<file path="config.mk">
export PLATFORM = sky130hd
export DESIGN_NAME = dsefr_ram
export DESIGN_NICKNAME = d
export VERILOG_FILES = /design/src/rtl/core/dsefr_ram.sv
export SDC_FILE = /design/constraint.sdc
export NUM_CORES = 1
export LEC_CHECK = 0
export CORE_MARGIN = 3
export CORE_UTILIZATION = 30
export DETAILED_ROUTE_END_ITERATION = 10
export DONT_BUFFER_PORTS = 1
export GPL_TIMING_DRIVEN = 0
export PLACE_DENSITY = 0.55
export SLEW_MARGIN = 10
export SYNTH_ARGS = -nofsm -noshare
export SYNTH_HDL_FRONTEND = slang
export SYNTH_SLANG_ARGS = --single-unit
</file>
<file path="constraint.sdc">
create_clock -name clock -period 3.9 [get_ports clock]
set_input_delay 0.195 -clock clock [delete_from_list [all_inputs] [get_ports clock]]
set_output_delay 0.195 -clock clock [all_outputs]
set_load 0.01 [all_outputs]
</file>
<file path="src/rtl/core/dsefr_ram.sv">
module dsefr_ram #(
   parameter int WIDTH = 8,
   parameter int DEPTH = 64
) (
   input  logic                     clock,
   input  logic                     wr_en,
   input  logic [$clog2(DEPTH)-1:0] wr_addr,
   input  logic [WIDTH-1:0]         wr_data,
   input  logic                     rd_en,
   input  logic [$clog2(DEPTH)-1:0] rd_addr,
   output logic [WIDTH-1:0]         rd_data
);

   logic [WIDTH-1:0] mem_ff [DEPTH];
   logic [WIDTH-1:0] rd_data_ff;

   always_ff @(posedge clock) begin
      if (wr_en) begin
         mem_ff[wr_addr] <= wr_data;
      end
      if (rd_en) begin
         rd_data_ff <= mem_ff[rd_addr];
      end
   end

   assign rd_data = rd_data_ff;

endmodule

</file>
==> key figures, run 1 <==
Synth
  • Mapped Cells: 940
  • Synth cell types: 39
  • Synth top area share: 77.1%
  • Async set-reset flop share out of synthesis: 0%
  • Synth Area in Compound Gates: 2.06%
  • Post-Syn Area per Cell: 21.5 um2
  • Syn Std Cell Area: 0.0202 mm2
  • Synth Area in XOR/XNOR: 0%
  • Top post-synthesis cells by area: edfxtp_1, mux4_2, nor2_1
  • Post-synth top area cell: edfxtp_1
  • Synth Area in Simple Gates: 3.37%
  • Post-synthesis register bit count: 520
  • Synth Net Count: 963
  • Post-synth top cells: edfxtp_1, mux4_2, nor2_1
  • Top FF cell, synth: edfxtp_1
  • Post-synth EDFFs: 520
  • Post-synthesis adder-cell area fraction: 0%
  • Syn. warnings: 0
  • Dominant cell by count in the synthesized netlist: edfxtp_1
  • Sequential area share after synthesis: 77.1%
  • Mux cell area share after synthesis: 15.9%
  • Main combinational cell family by area after synthesis: multiplexers

Setup path
  • CP required: 4.15 ns
  • Setup Crit Path Kind: in2reg
  • Critical path's most frequent cell: buf_2
  • Crit path launch: rd_addr[2]
  • Worst Reg2Reg Path Length in Cells: 5
  • R2R Path Start: mem_ff[21][6]$_DFFE_PP_
  • Worst reg2reg setup slack: 1.59 ns
  • Critical Path AT: 3.06 ns
  • CP cell instances: buf_2, buf_4, clkbuf_1, buf_2, o221ai_1, o21a_1, o41ai_1
  • Worst Path Buf+Inv: 4
  • R2R Path End: rd_data[6]$_DFFE_PP_
  • CP endpoint kind: flip-flop
  • Worst path top cell family by delay: buffers and inverters
  • Max incr delay on CP: 0.74 ns
  • Startpoint Class: input pin
  • Crit-path slowest cell: o41ai_1
  • CP max FO: 10

Global routing
  • Initial antenna violation count: 2
  • All-layer global routing usage: 14.4%
  • Remaining global-route overflow: 0
  • First-pass GRT wire length: 73,000 um
  • Vias in the first global route: 9,867
  • Largest net degree at the start of global routing: 65

Timing
  • Max Slew Vio Count: 0
  • Fin Hold WS: 0.0513 ns
  • Maximum clock frequency: 357 MHz
  • Least-Margin Pin Slew: 1.17 ns
  • RSZ-0062 raised after global routing: false
  • Setup TNS: 0 ns
  • Min cycle time layout: 2.80 ns
  • Relative slew slack: 21.3%
  • Setup violators final: 0
  • Clk_skew: 0.0216 ns
  • Fin crit share: 71.9%
  • Hold Vio Cnt, Final: 0

Status
  • Outcome: completed

Final layout
  • Seq. cell area: 0.0156 mm2
  • Area of the multi-input gates: 0.00432 mm2
  • Share of layout cells above drive strength 1: 23.1%
  • P&R area growth vs syn: 14.2%
  • Fillers: 6,188
  • Final #Nets: 1,033
  • Fin util: 34.8%

Power and ir drop
  • Max rail drop VDD: 0.334 mV
  • Power Density: 489 mW/mm2
  • Leak Pwr: 0.00700 uW

Clock network
  • Clock Tree Buf Depth: 3
  • CTS tree: yes
  • Reg clk slew, reported paths: 0.06 ns
  • H-tree levels: 2
  • Worst skew pair latency: 0.60 ns
  • Sinks on Clock Net: 520
  • Root Driver: clkbuf_16
  • CTS buffer count: 50
  • Cts repair resizes: 0

Drt
  • Drt pass-1 iters: 5
  • DRC Markers: 0
  • Final ANT Viol Nets: 0
  • Initial DRC count: 1,158
  • Final wirelength: 51,100 um
  • Wire length on met3: 3510 um
  • Routed vias: 9,883
  • Met2 wire length: 24,000 um
  • Vias per cell: 5.17
  • M1 wire length: 22,600 um
  • Routed length per placed instance: 26.8 um
  • Top sig layer: met5

Floorplanning
  • Die Wd: 266 um
  • Starting Density: 30.5%
  • Die ar.: 0.0706 mm2
  • Core area: 0.0663 mm2
  • I/O pins: 31
  • Num rows: 94
  • Die extent in y: 266 um

Placement
  • PortBufs: 0
  • Detailed placement HPWL: 32,200 um
  • Placer Congestion: 0.857

Worst hold path
  • Tightest Hold Check Type: in2reg
  • WHS Endpoint: rd_data[7]$_DFFE_PP_
  • Hold wc startpoint: rd_addr[5]
  • Min-Delay Path Depth: 3

Job
  • Max Cap Viol: 0
## sequential cells by signal, summed over array words and instances (netlist names)
name	cells
rd_data	8
mem_ff	512
## worst max path at each step
stage                           endpoint  depth (start not counted)  slack, ns
floorplan           rd_data[3]$_DFFE_PP_                          7       1.90
global placement    rd_data[3]$_DFFE_PP_                          7       0.63
detailed placement  rd_data[6]$_DFFE_PP_                          8       0.53
CTS                 rd_data[6]$_DFFE_PP_                          8       1.16
global route        rd_data[6]$_DFFE_PP_                          8       1.02
finish              rd_data[5]$_DFFE_PP_                          7       1.10
## worst min-delay path, delay by kind of cell
| kind | cells | cell delay, ns |
|---|---|---|
| simple gates | 1 | 0.13 |
| compound gates | 2 | 0.09 |
## cell families after synthesis
kind of cell / count (synthesis)
AOI/OAI and AO/OA: 54
buffers and inverters: 51
DFF: 520
muxes: 162
and+or+nand+nor: 153
## metrics by stage
| stage | instance area (um2) | std cells | setup WS, ns | total power (uW) |
|---|---|---|---|---|
| floorplan | 20200 | 940 | 1.90 | 6660 |
| global placement | 21300 | 1804 | 0.625 | 6840 |
| detailed placement | 21300 | 1804 | 0.533 | 6840 |
| CTS | 23100 | 1910 | 1.16 | 11400 |
| global route | 23100 | 1910 | 1.02 | 11600 |
| finish | 23100 | 1911 | 1.10 | 11300 |
## routing by layer
layer	vias up	GRT usage, %
met5	-	0
met4	2	3.82
met3	60	2.76
met2	414	23.0
met1	5340	20.5
li1	4067	-
## final cells by class
class                           instances  area share, %
Clock buffer                           60           5.67
Sequential cell                       520           67.6
Clock inverter                         28          0.655
Timing Repair Buffer                   18           1.39
Antenna cell                            1         0.0108
Tap cell                              864           4.68
Multi-Input combinational cell        369           18.7
Buffer                                 51           1.37
## repair_timing
| action | 4_1_cts | 5_1_grt |
|---|---|---|
| hold buffers | 18 | 0 |
| hold endpoints to repair | 522 | 0 |
| setup buffers | 0 | 0 |
| setup endpoints to repair | 0 | 0 |
## layout by cell type (no fill, tap or decap), types with 14 or more instances in the layout
cell | Yosys | final
edfxtp_1 | 520 | 520
mux4_2 | 126 | 126
nor2_1 | 83 | 83
clkbuf_16 | 0 | 51
clkbuf_1 | 17 | 26
mux2i_1 | 23 | 23
nand2_1 | 19 | 19
clkinv_1 | 0 | 16
nor2b_1 | 14 | 14
## report_power, final
part / switching (uW) / internal, uW / leakage (uW)
Clock: 2010 / 2440 / 0.000718
Combinational: 401 / 236 / 0.00159
Sequential: 14.2 / 6200 / 0.00469
Total: 2430 / 8870 / 0.00700
No activity file was read; power rests on OpenSTA's default activity.
==> run 2, diff against run 1 <==
- PLACE_DENSITY: 0.55 -> 0.56
- clock period: 3.9 -> 2.33 ns (I/O delays scaled with it)
==> key figures, run 2 (synthesis gave the netlist of run 1 again) <==
Setup path
  • CP max FO: 10 (unchanged)
  • CP endpoint kind: flip-flop (unchanged)
  • CP required: 2.63 ns (was 4.15 ns)
  • Setup Crit Path Kind: in2reg (unchanged)
  • Critical Path AT: 2.54 ns (was 3.06 ns)
  • Startpoint Class: input pin (unchanged)

Drt
  • Initial DRC count: 1,142 (was 1,158)
  • Drt pass-1 iters: 5 (unchanged)
  • Wire length on met3: 3430 um (was 3510 um)
  • DRC Markers: 0 (unchanged)
  • M1 wire length: 22,100 um (was 22,600 um)
  • Routed vias: 9,844 (was 9,883)
  • Met2 wire length: 23,700 um (was 24,000 um)
  • Final wirelength: 50,800 um (was 51,100 um)
  • Vias per cell: 5.14 (was 5.17)
  • Final ANT Viol Nets: 0 (unchanged)
  • Routed length per placed instance: 26.5 um (was 26.8 um)
  • Top sig layer: met5 (unchanged)

Clock network
  • Sinks on Clock Net: 520 (unchanged)
  • Post-CTS setup buffer count: 0 (unchanged)
  • CTS buffer count: 52 (was 50)
  • Root Driver: clkbuf_16 (unchanged)
  • Worst skew pair latency: 0.59 ns (was 0.60 ns)
  • CTS tree: yes (unchanged)
  • Clock Tree Buf Depth: 3 (unchanged)
  • H-tree levels: 2 (unchanged)
  • Reg clk slew, reported paths: 0.06 ns (about the same)

Timing
  • Relative slew slack: 30.9% (was 21.3%)
  • Setup TNS: 0 ns (unchanged)
  • Setup ws final: 0.0890 ns (was 1.10 ns)
  • Max Slew Vio Count: 0 (unchanged)
  • RSZ-0062 raised after global routing: false (unchanged)
  • Hold Vio Cnt, Final: 0 (unchanged)
  • Least-Margin Pin Slew: 1.03 ns (was 1.17 ns)
  • Maximum clock frequency: 446 MHz
  • Fin crit share: 96.2%
  • Setup violators final: 0 (unchanged)
  • Min cycle time layout: 2.24 ns
  • Clk_skew: 0.0138 ns (was 0.0216 ns)

Power and ir drop
  • Switch share: 20.9% (was 21.5%)
  • Power Internal: 15,600 uW (was 8870 uW)
  • Leak Pwr: 0.00711 uW (was 0.00700 uW)
  • Combinational Power Share: 5.5% (was 5.6%)
  • Power Density: 843 mW/mm2 (was 489 mW/mm2)
  • Sw power: 4120 uW (was 2430 uW)
  • Max rail drop VDD: 0.524 mV (was 0.334 mV)
  • Reg power frac: 52.8% (was 54.9%)
  • Clk pwr share: 41.7% (was 39.4%)

Final layout
  • Share of layout cells above drive strength 1: 24.4% (was 23.1%)
  • Most common cell after layout, fill and taps aside: edfxtp_1 (unchanged)
  • P&R area growth vs syn: 15.4% (was 14.2%)
  • ANT cells: 0 (was 1)
  • Fin util: 35.2% (was 34.8%)
  • Most frequent cells in the layout: edfxtp_1, mux4_2, nor2_1, clkbuf_16, clkbuf_1 (unchanged)
  • Most flop-heavy register: mem_ff (unchanged)
  • Final #Nets: 1,036 (was 1,033)
  • Max reg flops: 512 (unchanged)

Global routing
  • Remaining global-route overflow: 0 (unchanged)
  • Initial antenna violation count: 1 (was 2)
  • Largest net degree at the start of global routing: 65 (unchanged)
  • All-layer global routing usage: 14.5% (was 14.4%)
  • Vias in the first global route: 10,000 (was 9,867)
  • First-pass GRT wire length: 72,900 um (was 73,000 um)

Placement
  • Pre-CTS setup slack: -0.975 ns (was 0.533 ns)
  • Placer Congestion: 0.865 (was 0.857)
  • PortBufs: 0 (unchanged)
  • Detailed placement HPWL: 32,300 um (was 32,200 um)

Worst hold path
  • Tightest Hold Check Type: in2reg (unchanged)

Floorplanning
  • Die extent in y: 266 um (unchanged)
  • I/O pins: 31 (unchanged)
  • Core area: 0.0663 mm2 (unchanged)
  • Starting Density: 30.5% (unchanged)
  • Die Wd: 266 um (unchanged)
  • Die ar.: 0.0706 mm2 (unchanged)
  • Num rows: 94 (unchanged)

Status
  • Outcome: completed (unchanged)

Job
  • Max Cap Viol: 0 (unchanged)
run 2: cell types whose count changed in the layout (fill, tap and decap cells not counted), moves of 2 or more:
cell,before,now
buf_1,4,2
bufinv_16,1,6
clkbuf_1,26,28
clkbuf_16,51,53
clkbuf_2,0,2
clkinv_2,9,6
nor3_1,7,3
nor3_2,0,4
o32ai_1,2,0
o32ai_2,0,2
o41ai_1,2,0
o41ai_2,0,2
run 2: path summary, 6_finish.rpt:
check | start | to | slack (ns) | cells after the start
max | rd_addr[1] | rd_data[5]$_DFFE_PP_ | 0.09 | 9
min reg2reg | mem_ff[60][3]$_DFFE_PP_ | rd_data[3]$_DFFE_PP_ | 1.14 | 5
max reg2reg | mem_ff[3][3]$_DFFE_PP_ | rd_data[3]$_DFFE_PP_ | 0.10 | 4
min | wr_en | mem_ff[48][2]$_DFFE_PP_ | 0.06 | 2
run 2: repair_timing:
action,CTS,global route
hold endpoints to repair,525,0
resized for setup,6,7
gates cloned,0,0
setup endpoints to repair,5,8
hold buffers,19,0
run 2: power by group through the flow:
stage	Clock, uW	Combinational (uW)	Sequential [uW]
floorplan	0	552	10600
global placement	0	856	10600
detailed placement	0	864	10600
CTS	8400	1080	10400
global route	8750	1140	10400
finish	8220	1080	10400
run 2: area by class of cell:
class | count | area [um2]
fillers | 6170 | 43000
plain buffers | 51 | 329
flip-flops and latches | 520 | 15600
repair buffers | 19 | 330
clock buffers | 65 | 1370
multi-input cells | 369 | 4370
clock inverters | 29 | 278
well taps | 864 | 1080
run 2: layer usage:
layer,vias to the layer above,global-route usage (%)
met3,88,2.55
met2,379,22.8
met1,5287,20.6
met5,-,0
met4,2,4.76
li1,4088,-
run 2: critical path, stage by stage:
cell     delay, ns
buf_4         0.19
buf_4         0.35
buf_4         0.31
buf_2         0.39
mux4_2        0.39
mux2i_1       0.30
a21oi_1       0.11
o21ai_1       0.16
o41ai_2       0.18
run 2: per-stage QoR:
stage               total power [uW]  hold slack (ns)  instance area, um2  instances
global placement               11400            0.228               21300       1804
global route                   20300           0.0629               23400       1917
finish                         19700           0.0599               23400       1917
CTS                            19900           0.0242               23300       1917
floorplan                      11100            0.215               20200        940
detailed placement             11500            0.227               21300       1804
==> run 3, diff against run 2 <==
- CORE_UTILIZATION: 30 -> 57
- PLACE_DENSITY: 0.56 -> 0.86
==> key figures, run 3 (synthesis gave the netlist of run 1 again) <==
Setup path
  • CP max FO: 10 (unchanged)
  • Setup Crit Path Kind: in2reg (unchanged)
  • Critical Path AT: 2.61 ns (was 2.54 ns)
  • CP endpoint kind: flip-flop (unchanged)
  • Startpoint Class: input pin (unchanged)
  • Crit-path slowest cell: o32ai_1 (was buf_2)
  • CP cell instances: buf_4, buf_2, buf_4, buf_2, nor2_1, nor4_1, nor3_1, o32ai_1 (was buf_4, buf_4, buf_4, buf_2, mux4_2, mux2i_1, a21oi_1, o21ai_1, o41ai_2)
  • Max incr delay on CP: 0.55 ns (was 0.39 ns)
  • CP required: 2.61 ns (was 2.63 ns)

Clock network
  • H-tree levels: 2 (unchanged)
  • Post-CTS setup buffer count: 0 (unchanged)
  • Clock Tree Buf Depth: 3 (unchanged)
  • CTS tree: yes (unchanged)
  • Sinks on Clock Net: 520 (unchanged)
  • CTS buffer count: 48 (was 52)
  • Reg clk slew, reported paths: 0.06 ns (about the same)
  • Root Driver: clkbuf_16 (unchanged)
  • Worst skew pair latency: 0.57 ns (was 0.59 ns)

Drt
  • Final wirelength: 48,000 um (was 50,800 um)
  • Routed length per placed instance: 32.0 um (was 26.5 um)
  • Final ANT Viol Nets: 0 (unchanged)
  • Drt pass-1 iters: 8 (was 5)
  • Initial DRC count: 1,669 (was 1,142)
  • Vias per cell: 6.93 (was 5.14)
  • DRC Markers: 0 (unchanged)
  • Routed vias: 10,400 (was 9,844)

Final layout
  • Most frequent cells in the layout: edfxtp_1, mux4_2, nor2_1, clkbuf_16, clkbuf_1 (unchanged)
  • Final #Nets: 1,030 (was 1,036)
  • Most flop-heavy register: mem_ff (unchanged)
  • ANT cells: 0 (unchanged)
  • Share of layout cells above drive strength 1: 23.5% (was 24.4%)
  • Most common cell after layout, fill and taps aside: edfxtp_1 (unchanged)
  • Fin util: 64.9% (was 35.2%)
  • Post-Layout Inst Area: 0.0226 mm2 (was 0.0234 mm2)
  • Max reg flops: 512 (unchanged)
  • P&R area growth vs syn: 11.6% (was 15.4%)

Global routing
  • Vias in the first global route: 10,500 (was 10,000)
  • All-layer global routing usage: 25.9% (was 14.5%)
  • Largest net degree at the start of global routing: 65 (unchanged)
  • Initial antenna violation count: 1 (unchanged)
  • Remaining global-route overflow: 0 (unchanged)
  • First-pass GRT wire length: 70,900 um (was 72,900 um)

Placement
  • Detailed placement HPWL: 28,900 um (was 32,300 um)
  • Placer Congestion: 0.979 (was 0.865)
  • Post-DP Area: 0.0208 mm2 (was 0.0213 mm2)
  • PortBufs: 0 (unchanged)

Timing
  • Min cycle time layout: 2.33 ns (was 2.24 ns)
  • RSZ-0062 raised after global routing: false (unchanged)
  • Least-Margin Pin Slew: 1.04 ns (was 1.03 ns)
  • Hold Vio Cnt, Final: 0 (unchanged)
  • Setup violators final: 0 (unchanged)
  • Relative slew slack: 30.6% (was 30.9%)
  • Clk_skew: 0.0247 ns (was 0.0138 ns)
  • Max Slew Vio Count: 0 (unchanged)
  • Fin crit share: 99.9% (was 96.2%)
  • Maximum clock frequency: 429 MHz (was 446 MHz)
  • Setup TNS: 0 ns (unchanged)

Power and ir drop
  • Power Internal: 14,700 uW (was 15,600 uW)
  • Power Density: 826 mW/mm2 (was 843 mW/mm2)
  • Switch share: 21.0% (was 20.9%)
  • Combinational Power Share: 5.7% (was 5.5%)
  • Reg power frac: 55.7% (was 52.8%)
  • Max rail drop VDD: 0.613 mV (was 0.524 mV)
  • Leak Pwr: 0.00698 uW (was 0.00711 uW)
  • Sw power: 3930 uW (was 4120 uW)
  • Tot Pwr: 18,700 uW (was 19,700 uW)
  • Clk pwr share: 38.6% (was 41.7%)

Floorplanning
  • Die ar.: 0.0378 mm2 (was 0.0706 mm2)
  • Die Wd: 194 um (was 266 um)
  • Num rows: 68 (was 94)
  • Starting Density: 58.2% (was 30.5%)
  • I/O pins: 31 (unchanged)
  • Die extent in y: 194 um (was 266 um)
  • Core area: 0.0348 mm2 (was 0.0663 mm2)

Job
  • Max Cap Viol: 0 (unchanged)

Status
  • Outcome: completed (unchanged)

Worst hold path
  • Tightest Hold Check Type: in2reg (unchanged)
-- run 3: cell count changes in the layout (fill, tap and decap cells not counted), sizes merged --
| cell | previous run | this run |
|---|---|---|
| bufinv | 6 | 1 |
| clkbuf | 83 | 79 |
| clkinv | 22 | 20 |
| buf | 40 | 41 |
| clkinvlp | 1 | 2 |
| dlygate4sd3 | 11 | 10 |
| inv | 0 | 1 |
-- run 3: repair_timing --
item | 4_1_cts | 5_1_grt
hold endpoints to repair | 523 | 0
hold buffers | 18 | 0
setup endpoints to repair | 5 | 5
resized for setup | 5 | 1
-- run 3: path summary, 6_finish.rpt --
kind,startpoint,slack (ns),to,cells after the start
worst max-delay path,rd_addr[1],0.001,rd_data[4]$_DFFE_PP_,8
worst min-delay path,rd_addr[5],0.1,rd_data[5]$_DFFE_PP_,4
worst max register to register,mem_ff[21][4]$_DFFE_PP_,0.06,rd_data[4]$_DFFE_PP_,5
worst min register to register,mem_ff[61][5]$_DFFE_PP_,1.10,rd_data[5]$_DFFE_PP_,5
-- run 3: layout make-up --
type | instances | area (um2)
sequential | 520 | 15600
clock buffer | 63 | 1280
tap | 455 | 569
clock inverter | 24 | 138
timing repair buffer | 18 | 320
buffer | 50 | 323
fill | 2088 | 12200
multi-input combinational | 369 | 4350
-- run 3: metrics by stage --
step                      hold WS, ns  worst slack [ns]  instances
after floorplan                 0.215             0.407        940
after global placement          0.222            -0.622       1395
after detailed placement        0.220            -0.719       1395
after CTS                      0.0700            0.0362       1500
after global routing            0.122            0.0241       1499
final                          0.0997           0.00122       1499
-- run 3: power groups by stage --
stage               logic, uW  clock network [uW]  registers [uW]
detailed placement        813                   0           10600
global placement          792                   0           10600
finish                   1060                7210           10400
global route             1100                7610           10400
CTS                      1030                7240           10400
floorplan                 552                   0           10600
-- run 3: layer usage --
layer / vias to the layer above / track usage (%) / routed length [um] / share of wire, %
met5: - / 0 / 14 / 0.029
met2: 866 / 38.6 / 22000 / 46
met3: 152 / 8.03 / 6280 / 13
met4: 2 / 11.3 / 2400 / 5.0
li1: 4066 / - / - / -
met1: 5297 / 35.9 / 17300 / 36
-- run 3: worst max-delay path, delay by kind of cell --
kind / cells / cell delay (ns)
and+or+nand+nor: 3 / 0.64
buffers and inverters: 4 / 1.29
AOI/OAI and AO/OA: 1 / 0.55
